--- config.mk ---
export PLATFORM = sky130hd
export DESIGN_NAME = hsv_to_rgb_converter_unit
export DESIGN_NICKNAME = d
export VERILOG_FILES = /design/src/design/hsvrgb_pkg.sv /design/src/design/hsvrgb_chan.sv /design/src/design/hsv_to_rgb_converter_unit.sv
export SDC_FILE = /design/constraint.sdc
export NUM_CORES = 1
export LEC_CHECK = 0
export BUFFER_PORTS_ARGS = -buffer_cell sky130_fd_sc_hd__buf_4
export CORE_ASPECT_RATIO = 0.5
export CORE_MARGIN = 10
export CORE_UTILIZATION = 60
export DETAILED_ROUTE_END_ITERATION = 10
export PLACE_DENSITY_LB_ADDON = 0.2
export SYNTH_ARGS = -nofsm -noshare
export SYNTH_HDL_FRONTEND = slang
export SYNTH_SLANG_ARGS = --single-unit
--- constraint.sdc ---
create_clock -name clk -period 8.7 [get_ports clk]
set_input_delay 1.74 -clock clk [delete_from_list [all_inputs] [get_ports clk]]
set_output_delay 1.74 -clock clk [all_outputs]
set_load 0.01 [all_outputs]
--- src/design/hsvrgb_pkg.sv ---
`default_nettype none
package hsvrgb_pkg;

	// Hue circle geometry
	localparam logic [10:0] SECTOR_SPAN = 11'd255;
	localparam logic [10:0] HUE_STEPS   = 11'd1530;
	localparam logic [26:0] HUE_ROUND   = 27'd32768;
	localparam logic [7:0]  CHAN_FULL   = 8'hff;

	typedef struct packed {
		logic [7:0] hue;
		logic [7:0] saturation;
		logic [7:0] brightness;
	} pix_in_t;

	typedef struct packed {
		logic [7:0] red;
		logic [7:0] green;
		logic [7:0] blue;
	} pix_out_t;

	// Advance strobes for the two channel scaling stages
	typedef struct packed {
		logic adv_s3;
		logic adv_s4;
	} stage_adv_t;

endpackage
`default_nettype wire

--- src/design/hsvrgb_chan.sv ---
`default_nettype none
module hsvrgb_chan
	import hsvrgb_pkg::*;
(
	input  wire        clk,
	input  wire stage_adv_t ctrl,
	input  wire  [7:0] chan,
	input  wire  [7:0] sat,
	input  wire  [7:0] bri,
	output logic [7:0] res
);

	logic [16:0] sat_prod;
	logic [8:0]  sat_sum;
	logic [7:0]  mix_s3;
	logic [7:0]  bri_s3;
	logic [16:0] bri_prod;

	// Apply saturation: blend channel toward white
	always_comb begin
		sat_prod = 17'(chan) * 17'({1'b0, sat} + 9'd1);
		sat_sum  = {1'b0, sat_prod[15:8]} + {1'b0, CHAN_FULL - sat};
	end

	always_ff @(posedge clk) begin
		if (ctrl.adv_s3) begin
			mix_s3 <= sat_sum[7:0];
			bri_s3 <= bri;
		end
	end

	// Apply brightness, keep the upper byte
	assign bri_prod = 17'(mix_s3) * 17'({1'b0, bri_s3} + 9'd1);

	always_ff @(posedge clk) begin
		if (ctrl.adv_s4) begin
			res <= bri_prod[15:8];
		end
	end

endmodule
`default_nettype wire

--- src/design/hsv_to_rgb_converter_unit.sv ---
`default_nettype none
// An item accepted on pix passes through the stage registers s1, s2, s3 and
// s4 before its result is shown on rgb.
// Throughput: one item per cycle while rgb_stall is low; four register stages, each with its own
// valid bit, so bubbles close up behind a stalled output.
// Reset clears the stage valid bits only; pixel data registers are not reset.
module hsv_to_rgb_converter_unit
	import hsvrgb_pkg::*;
(
	input  wire      clk,
	input  wire      arst_n,
	input  wire      pix_valid,
	output logic     pix_stall,
	input  wire pix_in_t pix,
	output logic     rgb_valid,
	input  wire      rgb_stall,
	output pix_out_t rgb
);

	logic        vld_s1, vld_s2, vld_s3, vld_s4;
	logic        rdy1, rdy2, rdy3, rdy4;
	logic [26:0] hue_prod;
	logic [10:0] pos_s1;
	logic [7:0]  sat_s1, bri_s1;
	logic [7:0]  red_c, green_c, blue_c;
	logic [7:0]  red_s2, green_s2, blue_s2;
	logic [7:0]  sat_s2, bri_s2;
	logic [10:0] diff;
	stage_adv_t  ctrl;

	// Per-stage ready: a stage moves when empty or when its successor moves
	assign rdy4 = !vld_s4 || !rgb_stall;
	assign rdy3 = !vld_s3 || rdy4;
	assign rdy2 = !vld_s2 || rdy3;
	assign rdy1 = !vld_s1 || rdy2;
	assign pix_stall = !rdy1;
	assign ctrl.adv_s3 = rdy3;
	assign ctrl.adv_s4 = rdy4;

	always_ff @(posedge clk or negedge arst_n) begin
		if (!arst_n) begin
			vld_s1 <= 1'b0;
			vld_s2 <= 1'b0;
			vld_s3 <= 1'b0;
			vld_s4 <= 1'b0;
		end else begin
			if (rdy1) vld_s1 <= pix_valid;
			if (rdy2) vld_s2 <= vld_s1;
			if (rdy3) vld_s3 <= vld_s2;
			if (rdy4) vld_s4 <= vld_s3;
		end
	end

	// Scale the replicated hue byte onto 0..1530 with rounding
	assign hue_prod = 27'({pix.hue, pix.hue}) * 27'(HUE_STEPS) + HUE_ROUND;

	always_ff @(posedge clk) begin
		if (rdy1) begin
			pos_s1 <= hue_prod[26:16];
			sat_s1 <= pix.saturation;
			bri_s1 <= pix.brightness;
		end
	end

	// Pick the sector ramp; end of circle gives pure red
	always_comb begin
		red_c   = CHAN_FULL;
		green_c = 8'd0;
		blue_c  = 8'd0;
		diff    = 11'd0;
		if (pos_s1 < 11'(2 * SECTOR_SPAN)) begin
			if (pos_s1 < SECTOR_SPAN) begin
				green_c = pos_s1[7:0];
			end else begin
				diff    = 11'(2 * SECTOR_SPAN) - pos_s1;
				red_c   = diff[7:0];
				green_c = CHAN_FULL;
			end
		end else if (pos_s1 < 11'(4 * SECTOR_SPAN)) begin
			red_c = 8'd0;
			if (pos_s1 < 11'(3 * SECTOR_SPAN)) begin
				diff    = pos_s1 - 11'(2 * SECTOR_SPAN);
				green_c = CHAN_FULL;
				blue_c  = diff[7:0];
			end else begin
				diff    = 11'(4 * SECTOR_SPAN) - pos_s1;
				green_c = diff[7:0];
				blue_c  = CHAN_FULL;
			end
		end else if (pos_s1 < HUE_STEPS) begin
			if (pos_s1 < 11'(5 * SECTOR_SPAN)) begin
				diff   = pos_s1 - 11'(4 * SECTOR_SPAN);
				red_c  = diff[7:0];
				blue_c = CHAN_FULL;
			end else begin
				diff   = HUE_STEPS - pos_s1;
				blue_c = diff[7:0];
			end
		end
	end

	always_ff @(posedge clk) begin
		if (rdy2) begin
			red_s2   <= red_c;
			green_s2 <= green_c;
			blue_s2  <= blue_c;
			sat_s2   <= sat_s1;
			bri_s2   <= bri_s1;
		end
	end

	// Saturation and brightness, one scaler per channel
	hsvrgb_chan u_red (
		.clk  (clk),
		.ctrl (ctrl),
		.chan (red_s2),
		.sat  (sat_s2),
		.bri  (bri_s2),
		.res  (rgb.red)
	);

	hsvrgb_chan u_green (
		.clk  (clk),
		.ctrl (ctrl),
		.chan (green_s2),
		.sat  (sat_s2),
		.bri  (bri_s2),
		.res  (rgb.green)
	);

	hsvrgb_chan u_blue (
		.clk  (clk),
		.ctrl (ctrl),
		.chan (blue_s2),
		.sat  (sat_s2),
		.bri  (bri_s2),
		.res  (rgb.blue)
	);

	assign rgb_valid = vld_s4;

endmodule
`default_nettype wire

# After elaboration in Yosys (flattened, before gate mapping)
# Cells that the tools add are included.
# op_classes
addsub	12
multipliers	7
n_div	0
n_lt_le_gt_ge	6
eq_ne	0
n_shift	0
muxes	13
bitwise_logic	0
reduce_logical	10
# op_table
op	count
8-bit 2-to-1 mux	13
8-bit by 17-bit multiplier with 16-bit output	5
8-bit subtractor, first input constant	4
27-bit by 16-bit adder with 27-bit output, second input constant	1
16-bit by 10-bit multiplier with 26-bit output, second input constant	1
8-bit adder	3
11-bit by 10-bit < comparator with 1-bit output, second input constant	2
11-bit < comparator, second input constant	2
8-bit by 1-bit adder with 9-bit output, second input constant	2
8-bit by 9-bit multiplier with 16-bit output	1
8-bit subtractor, second input constant	2
11-bit by 8-bit < comparator with 1-bit output, second input constant	1
11-bit by 9-bit < comparator with 1-bit output, second input constant	1
1-bit logical NOT	6
1-bit logical OR	4
# word_totals
regBits	127
latchBits	0
mem_bits_rw	0
rom_bits	0
inputBits	28
out_inout_bits	26
word_cells	67
n_memories	0

# Longest topological paths before layout
# Gate-level depths: netlist of the first run.
# depth
depth_word	6
mapped_depth	30
ltp_nobuf	29

# Cells and area by module
# Synthesis of the first run repeated with hierarchy kept, for this count alone.
# hier_totals
cells_unflattened	2350
area_unflattened_um2	22875.7
# modules_own_cells
mod	instances	cells_each	area_each_um2	seq_area_each_um2
hsv_to_rgb_converter_unit	1	671	6886.6	2112.0
hsvrgb_chan (u_green)	1	561	5347.6	720.7
hsvrgb_chan (u_red)	1	563	5331.4	720.7
hsvrgb_chan (u_blue)	1	555	5310.1	720.7

# Least setup slack after synthesis of the first run
# OpenSTA, ideal clock, no wires.
# synth_timing
path_type	input to register
start	in pix[20] in the netlist's numbering
end	reg pos_s1[9] (data pin)
setup_ns	0.260
arrival_ns	7.030
required_ns	8.440
setup_slack_ns	1.410
path_stages	22
path_buffers	0
cell_sequence	fa_1 inv_1 fa_1 inv_1 fa_1 fa_1 inv_1 fa_1 inv_1 ha_1 a21oi_1 o21a_1 a2bb2oi_2 nand2_1 a21oi_1 xnor2_1 ha_1 or3b_2 nor4b_2 and3_1 nand3b_1 xnor2_1
# synth_between
elab_chain_len	2
# synth_rtl
item	line_no	text
start: declaration	hsv_to_rgb_converter_unit.sv:14	input wire pix_in_t pix,
16-bit by 10-bit multiplier with 26-bit output	hsv_to_rgb_converter_unit.sv:55	assign hue_prod = 27'({pix.hue, pix.hue}) * 27'(HUE_STEPS) + HUE_ROUND;
27-bit by 16-bit adder with 27-bit output	hsv_to_rgb_converter_unit.sv:55	
net hue_prod[25]	hsv_to_rgb_converter_unit.sv:22	logic [26:0] hue_prod;
end signal: assignment	hsv_to_rgb_converter_unit.sv:59	pos_s1 <= hue_prod[26:16];
end: declaration	hsv_to_rgb_converter_unit.sv:23	logic [10:0] pos_s1;
# The timed path passes the listed nets, and every way through them passes these cells.
# A chain may end at the register's enable or synchronous reset.

# Worst setup path after layout of the first run
# layout_timing
start	in pix[16] in the netlist's numbering
end	reg pos_s1[9] (data pin)
# The elaborated chain is that of the path after synthesis.

==> key figures, run 1 <==
Placement
  – Port Buffers: 53
  – Sum of net half-perimeters after detailed placement: 33,900 µm
  – Weighted congestion at the end of routability-driven global placement: ~0.87

Route
  – Via density: around 5.3
  – Routed length per instance: 15.9 µm
  – DRC marker count from the first detailed-route iteration: 699
  – Initial DRT Pass Iterations: 4
  – Total Wirelength: 42,500 µm
  – DR vias: 14,200
  – Number of nets with antenna violations after detailed routing: 0
  – Drt drc: 0

Yosys
  – Count of flip-flops with a built-in enable after synthesis: 123
  – Seq/Total Area, Yosys: 17.9%
  – Area share of the largest cell type after synthesis: 29.4%
  – Proportion of register bits with asynchronous set or reset after synthesis: 3.15%
  – Count of warnings emitted by yosys: 0
  – Xor and xnor area share after synthesis: 5.59%
  – Biggest area contributors in the synthesized netlist: fa_1 (29%), edfxtp_1 (17%), ha_1 (17%), inv_1 (7.5%), and2_1 (7.4%)
  – Dominant combinational cell family by area after synthesis: adder cells
  – Flip-flop cell with the highest count after synthesis: edfxtp_1
  – Leading cell types by count after synthesis: inv_1 (425), fa_1 (311), ha_1 (291)
  – Multiplexer share of the synthesized area: 0.0473%
  – Synthesized flop and latch total: 127
  – Cells after Synth: ~2,100
  – Syn Nets: ~2,800
  – Most repeated cell in the gate-level netlist after synthesis: inv_1
  – Number of unique standard cell types used by synthesis: 62
  – Cell type contributing the most total cell area after synthesis: fa_1
  – Post-Synthesis Cell Area: 0.0212 mm²
  – Share of the synthesized area in compound gates (AO/OA/AOI/OAI): 6.01%
  – Mean area per synthesized cell: 9.86 µm²
  – Fraction of the mapped netlist area in simple logic gates: 15.1%
  – Share of synthesized cell area in full adder, half adder and majority cells: 46.6%

STA
  – Final-report hold violation count: 0
  – Highest achievable clock rate: 134 MHz
  – Ratio of final minimum period to clock period: 85.9%
  – Setup repair after global routing missed its margin: false
  – Slew at the pin closest to its max-slew limit: 1070 ps
  – Worst relative slew slack: approximately 28%
  – TNS Setup: 0 ps
  – Worst clock skew: roughly 14 ps
  – Final setup violation count: 0
  – Final max-slew violation count: 0
  – Final Critical Period: 7470 ps

Critical path
  – Reg2Reg Launch Point: sat_s2[1]
  – Max Fanout on Critical Path: 10
  – Number of buffer and inverter instances along the worst setup path: 3
  – Reg-to-reg endpoint: u_blue.mix_s3[7]
  – Required time of the critical path: 8900 ps
  – Type of element launching the critical path: primary input
  – R2R Setup Slk: 1330 ps
  – Setup CP Type: in -> reg
  – Cell type of the slowest stage on the worst timing path: fa_1
  – Critical path endpoint category: flip-flop
  – Top delay family on crit path: adder cells
  – Cell breakdown of the critical path: buf_4 > fa_1 > fa_1 > fa_1 > fa_1 > inv_1 > fa_1 > inv_1 > ha_1 > o211ai_1 > nor3_1 > a2bb2oi_2 > nand2_1 > a21oi_1 > xnor2_1 > ha_1 > or3b_2 > nor4b_2 > and3_1 > nand3b_1 > xnor2_1
  – Cell with the most instances on the worst path: fa_1
  – Cells on worst reg2reg path: 26
  – Arrival time of data at the critical path endpoint: 7670 ps
  – Highest cell delay on the worst timing path: about 570 ps

Floorplanning
  – Horiz. Die Dim: 286 µm
  – Initial Utilization: 61.1%
  – Floorplan die area: 0.0436 mm²
  – I/O pin count: 54
  – Die boundary height: 153 µm
  – Core area: approximately 0.035 mm²
  – # rows: 48

Min path
  – HP Start: bri_s2[6]
  – Cells on Worst Hold Path: 0
  – Worst Hold Path EP: u_green.bri_s3[6]
  – Type of the most critical hold path: reg -> reg

Status
  – Status: complete, no violations

GRT
  – Final global-route overflow total: 0
  – Total global routing track utilization: 20.5%
  – Antenna violations before repair: 0
  – First-pass GRT wire length: 73,700 µm
  – Vias in the first global route: 15,000
  – Maximum number of pins on one net before global-route repair: 42

Final layout
  – Area used by sequential logic in the layout: 0.00379 mm²
  – Fillers: 2,794
  – Max reg flops: 11
  – Register bank with the most flops: pos_s1
  – Antenna diode count: 0
  – Area growth from synthesis to layout: 7.18%
  – NumNets Final: 2,812
  – Ratio of cells with drive above 1 in the final layout: around 6.1%
  – Combined area of the multi-input logic cells: 0.0155 mm²

Clock network
  – Clock latency reported for the late side of the worst-skew pair: 450 ps
  – # clock sinks: 127
  – Cts repair resizes: 0
  – Post-CTS Hold Buffers: 0
  – TritonCTS clock tree: built
  – Setup Fix Bufs, Post-CTS: 0
  – Htree depth: 4
  – TritonCTS Buffers: 17
  – Library cell used as clock root buffer: clkbuf_16
  – Post-CTS clock slew at the launch and capture registers of the worst setup and hold paths: 70 ps
  – Number of buffers on the longest clock path: 2

Job
  – Max Cap Violations: 0
[logic make-up (layout without fill, tap and decap cells)]
| family | Yosys count | count (layout) |
|---|---|---|
| and+or+nand+nor | 603 | 603 |
| adders and majority gates | 602 | 602 |
| buffers and inverters | 489 | 537 |
| AOI/OAI and AO/OA | 190 | 190 |
| xor gates and xnor gates | 135 | 135 |
| DFF | 127 | 127 |
| muxes | 1 | 1 |
[per-layer routing]
metal,track usage (%),share of wire (%),vias to the layer above,routed length (µm)
met1,26.7,45,7019,19300
met4,5.44,1.7,0,720
li1,-,-,6830,-
met5,0,0,-,0
met3,3.29,4.0,46,1720
met2,35.1,49,257,20700
[stage by stage]
stage	instance area (µm²)	setup WS (ps)	cells	utilization, %	hold WS [ps]
2_1_floorplan	21200	1410	2147	-	400
3_3_place_gp	22100	950	2637	63.8	401
3_5_place_dp	22100	792	2637	63.8	405
4_1_cts	22700	1270	2669	65.4	419
5_1_grt	22700	888	2670	65.5	424
6_report	22700	1230	2670	65.5	416
[layout make-up]
cell class              instances  share of cell area, %
inverters                     426                   7.05
well taps                     475                   2.62
repair buffers                 79                   2.60
clock buffers                  17                   1.88
clock inverters                15                  0.590
multi-input cells            1531                   68.5
flip-flops and latches        127                   16.7
[worst max path at each step]
stage	startpoint	endpoint	slack (ps)	depth (start not counted)
global route	pix[16]	pos_s1[9]	890	21
floorplan	pix[20]	pos_s1[9]	1410	22
global placement	pix[16]	pos_s1[9]	950	21
CTS	pix[16]	pos_s1[9]	1270	21
finish	pix[16]	pos_s1[9]	1230	21
detailed placement	pix[16]	pos_s1[9]	790	21
[placed cells by master (no fill, tap or decap), types with 8 or more instances in the layout]
| master | count |
|---|---|
| inv_1 | 425 |
| fa_1 | 311 |
| ha_1 | 291 |
| and2_1 | 249 |
| nand2_1 | 175 |
| edfxtp_1 | 123 |
| xnor2_1 | 90 |
| buf_4 | 78 |
| a21oi_1 | 58 |
| nor2_1 | 45 |
| xor2_1 | 44 |
| nor2b_1 | 44 |
| o21ai_0 | 35 |
| nand3_1 | 22 |
| nor3_1 | 21 |
| a21o_1 | 20 |
| clkbuf_16 | 17 |
| o21bai_1 | 12 |
| nand2b_1 | 11 |
| o211ai_1 | 10 |
| and3_1 | 9 |
| o21a_1 | 8 |
Power of run 1 is left out: the tool's default activity adds up to more than one toggle a clock period on the data nets, which glitch-free logic cannot reach.
==> inputs of run 2 (changes only) <==
==> constraint.sdc (replaced) <==
create_clock -name clk -period 7.1 [get_ports clk]
set_input_delay 1.42 -clock clk [delete_from_list [all_inputs] [get_ports clk]]
set_output_delay 1.42 -clock clk [all_outputs]
set_load 0.01 [all_outputs]
==> key figures, run 2 (same netlist as run 1, synthesis figures left out) <==
STA
  – Setup repair after global routing missed its margin: false
  – Final max-slew violation count: 0
  – Ratio of final minimum period to clock period: 94.5%
  – Final setup violation count: 0
  – Final Critical Period: between 6000 and 7000 ps
  – Final-report hold violation count: 0
  – Slew at the pin closest to its max-slew limit: 1180 ps
  – Worst clock skew: 13.4 ps
  – Highest achievable clock rate: 149 MHz
  – Worst relative slew slack: 21.5%

Critical path
  – Max Fanout on Critical Path: 6
  – Setup CP Type: in -> reg
  – Highest cell delay on the worst timing path: 560 ps
  – Top delay family on crit path: adder cells
  – Cell breakdown of the critical path: buf_4 > buf_4 > fa_1 > fa_1 > inv_1 > fa_1 > fa_1 > fa_1 > inv_1 > ha_1 > a21oi_1 > o21a_1 > a2bb2oi_2 > nand2_1 > a21oi_1 > xnor2_1 > ha_1 > or3b_2 > nor4b_2 > and3_1 > nand3b_1 > xnor2_1
  – Cell type of the slowest stage on the worst timing path: fa_1
  – Cell with the most instances on the worst path: fa_1
  – Required time of the critical path: about 7300 ps
  – Arrival time of data at the critical path endpoint: a little under 7000 ps
  – Critical path endpoint category: flip-flop
  – Number of buffer and inverter instances along the worst setup path: 4
  – Type of element launching the critical path: primary input

Final layout
  – Max reg flops: 11
  – Antenna diode count: 0
  – Leading cell types in the layout, fill and taps excluded: inv_1 (425), fa_1 (311), ha_1 (291), and2_1 (249), nand2_1 (175)
  – Fillers: 2,768
  – Register bank with the most flops: pos_s1
  – NumNets Final: 2,841
  – Count of placed standard cells in the final layout, fillers left out: 2,699
  – Area growth from synthesis to layout: 8.68%
  – Most frequent standard cell in the layout excluding fill and tap cells: inv_1
  – Ratio of cells with drive above 1 in the final layout: 7.55%

Clock network
  – Library cell used as clock root buffer: clkbuf_16
  – Post-CTS clock slew at the launch and capture registers of the worst setup and hold paths: 60 ps
  – Number of buffers on the longest clock path: 2
  – Post-CTS Hold Buffers: 0
  – # clock sinks: 127
  – TritonCTS clock tree: built
  – Cts repair resizes: 0
  – Setup Fix Bufs, Post-CTS: 0
  – Htree depth: 4
  – TritonCTS Buffers: 17
  – Clock latency reported for the late side of the worst-skew pair: 450 ps

Floorplanning
  – I/O pin count: 54
  – Initial Utilization: around 61%
  – Horiz. Die Dim: 286 µm
  – # rows: 48
  – Die boundary height: 153 µm
  – Floorplan die area: 0.0436 mm²
  – Core area: about 0.035 mm²

GRT
  – First-pass GRT wire length: 75,300 µm
  – Vias in the first global route: 15,400
  – Final global-route overflow total: 0
  – Maximum number of pins on one net before global-route repair: 42
  – Total global routing track utilization: a little over a fifth
  – Antenna violations before repair: 0

Min path
  – Type of the most critical hold path: reg -> reg

Job
  – Max Cap Violations: 0

Route
  – Initial DRT Pass Iterations: 5
  – DRC marker count from the first detailed-route iteration: 695
  – Drt drc: 0
  – Routed length per instance: 15.8 µm
  – DR vias: 14,400
  – Number of nets with antenna violations after detailed routing: 0
  – Total Wirelength: 42,800 µm
  – Via density: between 5 and 6

Status
  – Status: complete, no violations

Placement
  – Port Buffers: 53
  – Number of placed instances, taps included: around 2,700
  – Weighted congestion at the end of routability-driven global placement: 0.875
  – Sum of net half-perimeters after detailed placement: 34,600 µm
[run 2: cell types whose count changed in the layout (fill, tap and decap cells not counted), moves of 2 or more]
cell	change
buf_12	+5
buf_4	+25
clkinv_4	-2
clkinvlp_4	+3
a21oi_2	+2
a21oi_1	-2
[run 2: worst register-to-register path, delay by kind of cell, from the launching register on]
family	cells	cell delay (ps)
fa+ha+maj	7	2460
xor+xnor	3	430
compound gates	10	1870
simple gates	4	680
buf+inv	5	420
flops	1	500
[run 2: layout make-up]
cell class                 instances  area [µm²]  share of cell area, %
multi-input combinational       1531       15600                   67.7
inverter                         426        1600                   6.95
timing repair buffer             108         873                   3.80
tap                              475         594                   2.58
clock buffer                      17         425                   1.85
sequential                       127        3790                   16.5
clock inverter                    15         134                  0.582
[run 2: metal layers]
| layer | vias to the layer above | track usage [%] | wire length, µm |
|---|---|---|---|
| li1 | 6878 | - | - |
| met1 | 7177 | 27.6 | 19300 |
| met2 | 251 | 35.8 | 21200 |
| met4 | 0 | 4.67 | 579 |
| met3 | 47 | 3.20 | 1690 |
| met5 | - | 0 | 0 |
[run 2: path summary, 6_finish.rpt]
| check | startpoint | endpoint | depth (start not counted) | slack, ps |
|---|---|---|---|---|
| max in group asynchronous | arst_n | vld_s3 | 1 | 6240 |
| setup reg to reg | sat_s2[0] | u_red.mix_s3[7] | 29 | 470 |
| hold / removal | sat_s1[1] | sat_s2[1] | 0 | 400 |
| hold reg to reg | sat_s1[1] | sat_s2[1] | 0 | 400 |
| min in group asynchronous | arst_n | vld_s1 | 1 | 760 |
| setup / recovery | pix[17] | pos_s1[9] | 22 | 390 |
[run 2: per-stage QoR]
step           hold slack, ps  cell area, µm²  utilization (%)  setup slack [ps]  setup TNS (ps)
2_1_floorplan             400           21200                -               130               0
3_3_place_gp              402           22400             64.7             -52.1           -52.1
3_5_place_dp              405           22400             64.7              -103            -134
4_1_cts                   410           23000             66.3               263               0
5_1_grt                   409           23000             66.4              3.26               0
6_report                  405           23000             66.4               388               0
Power of run 2 is left out for the same reason.
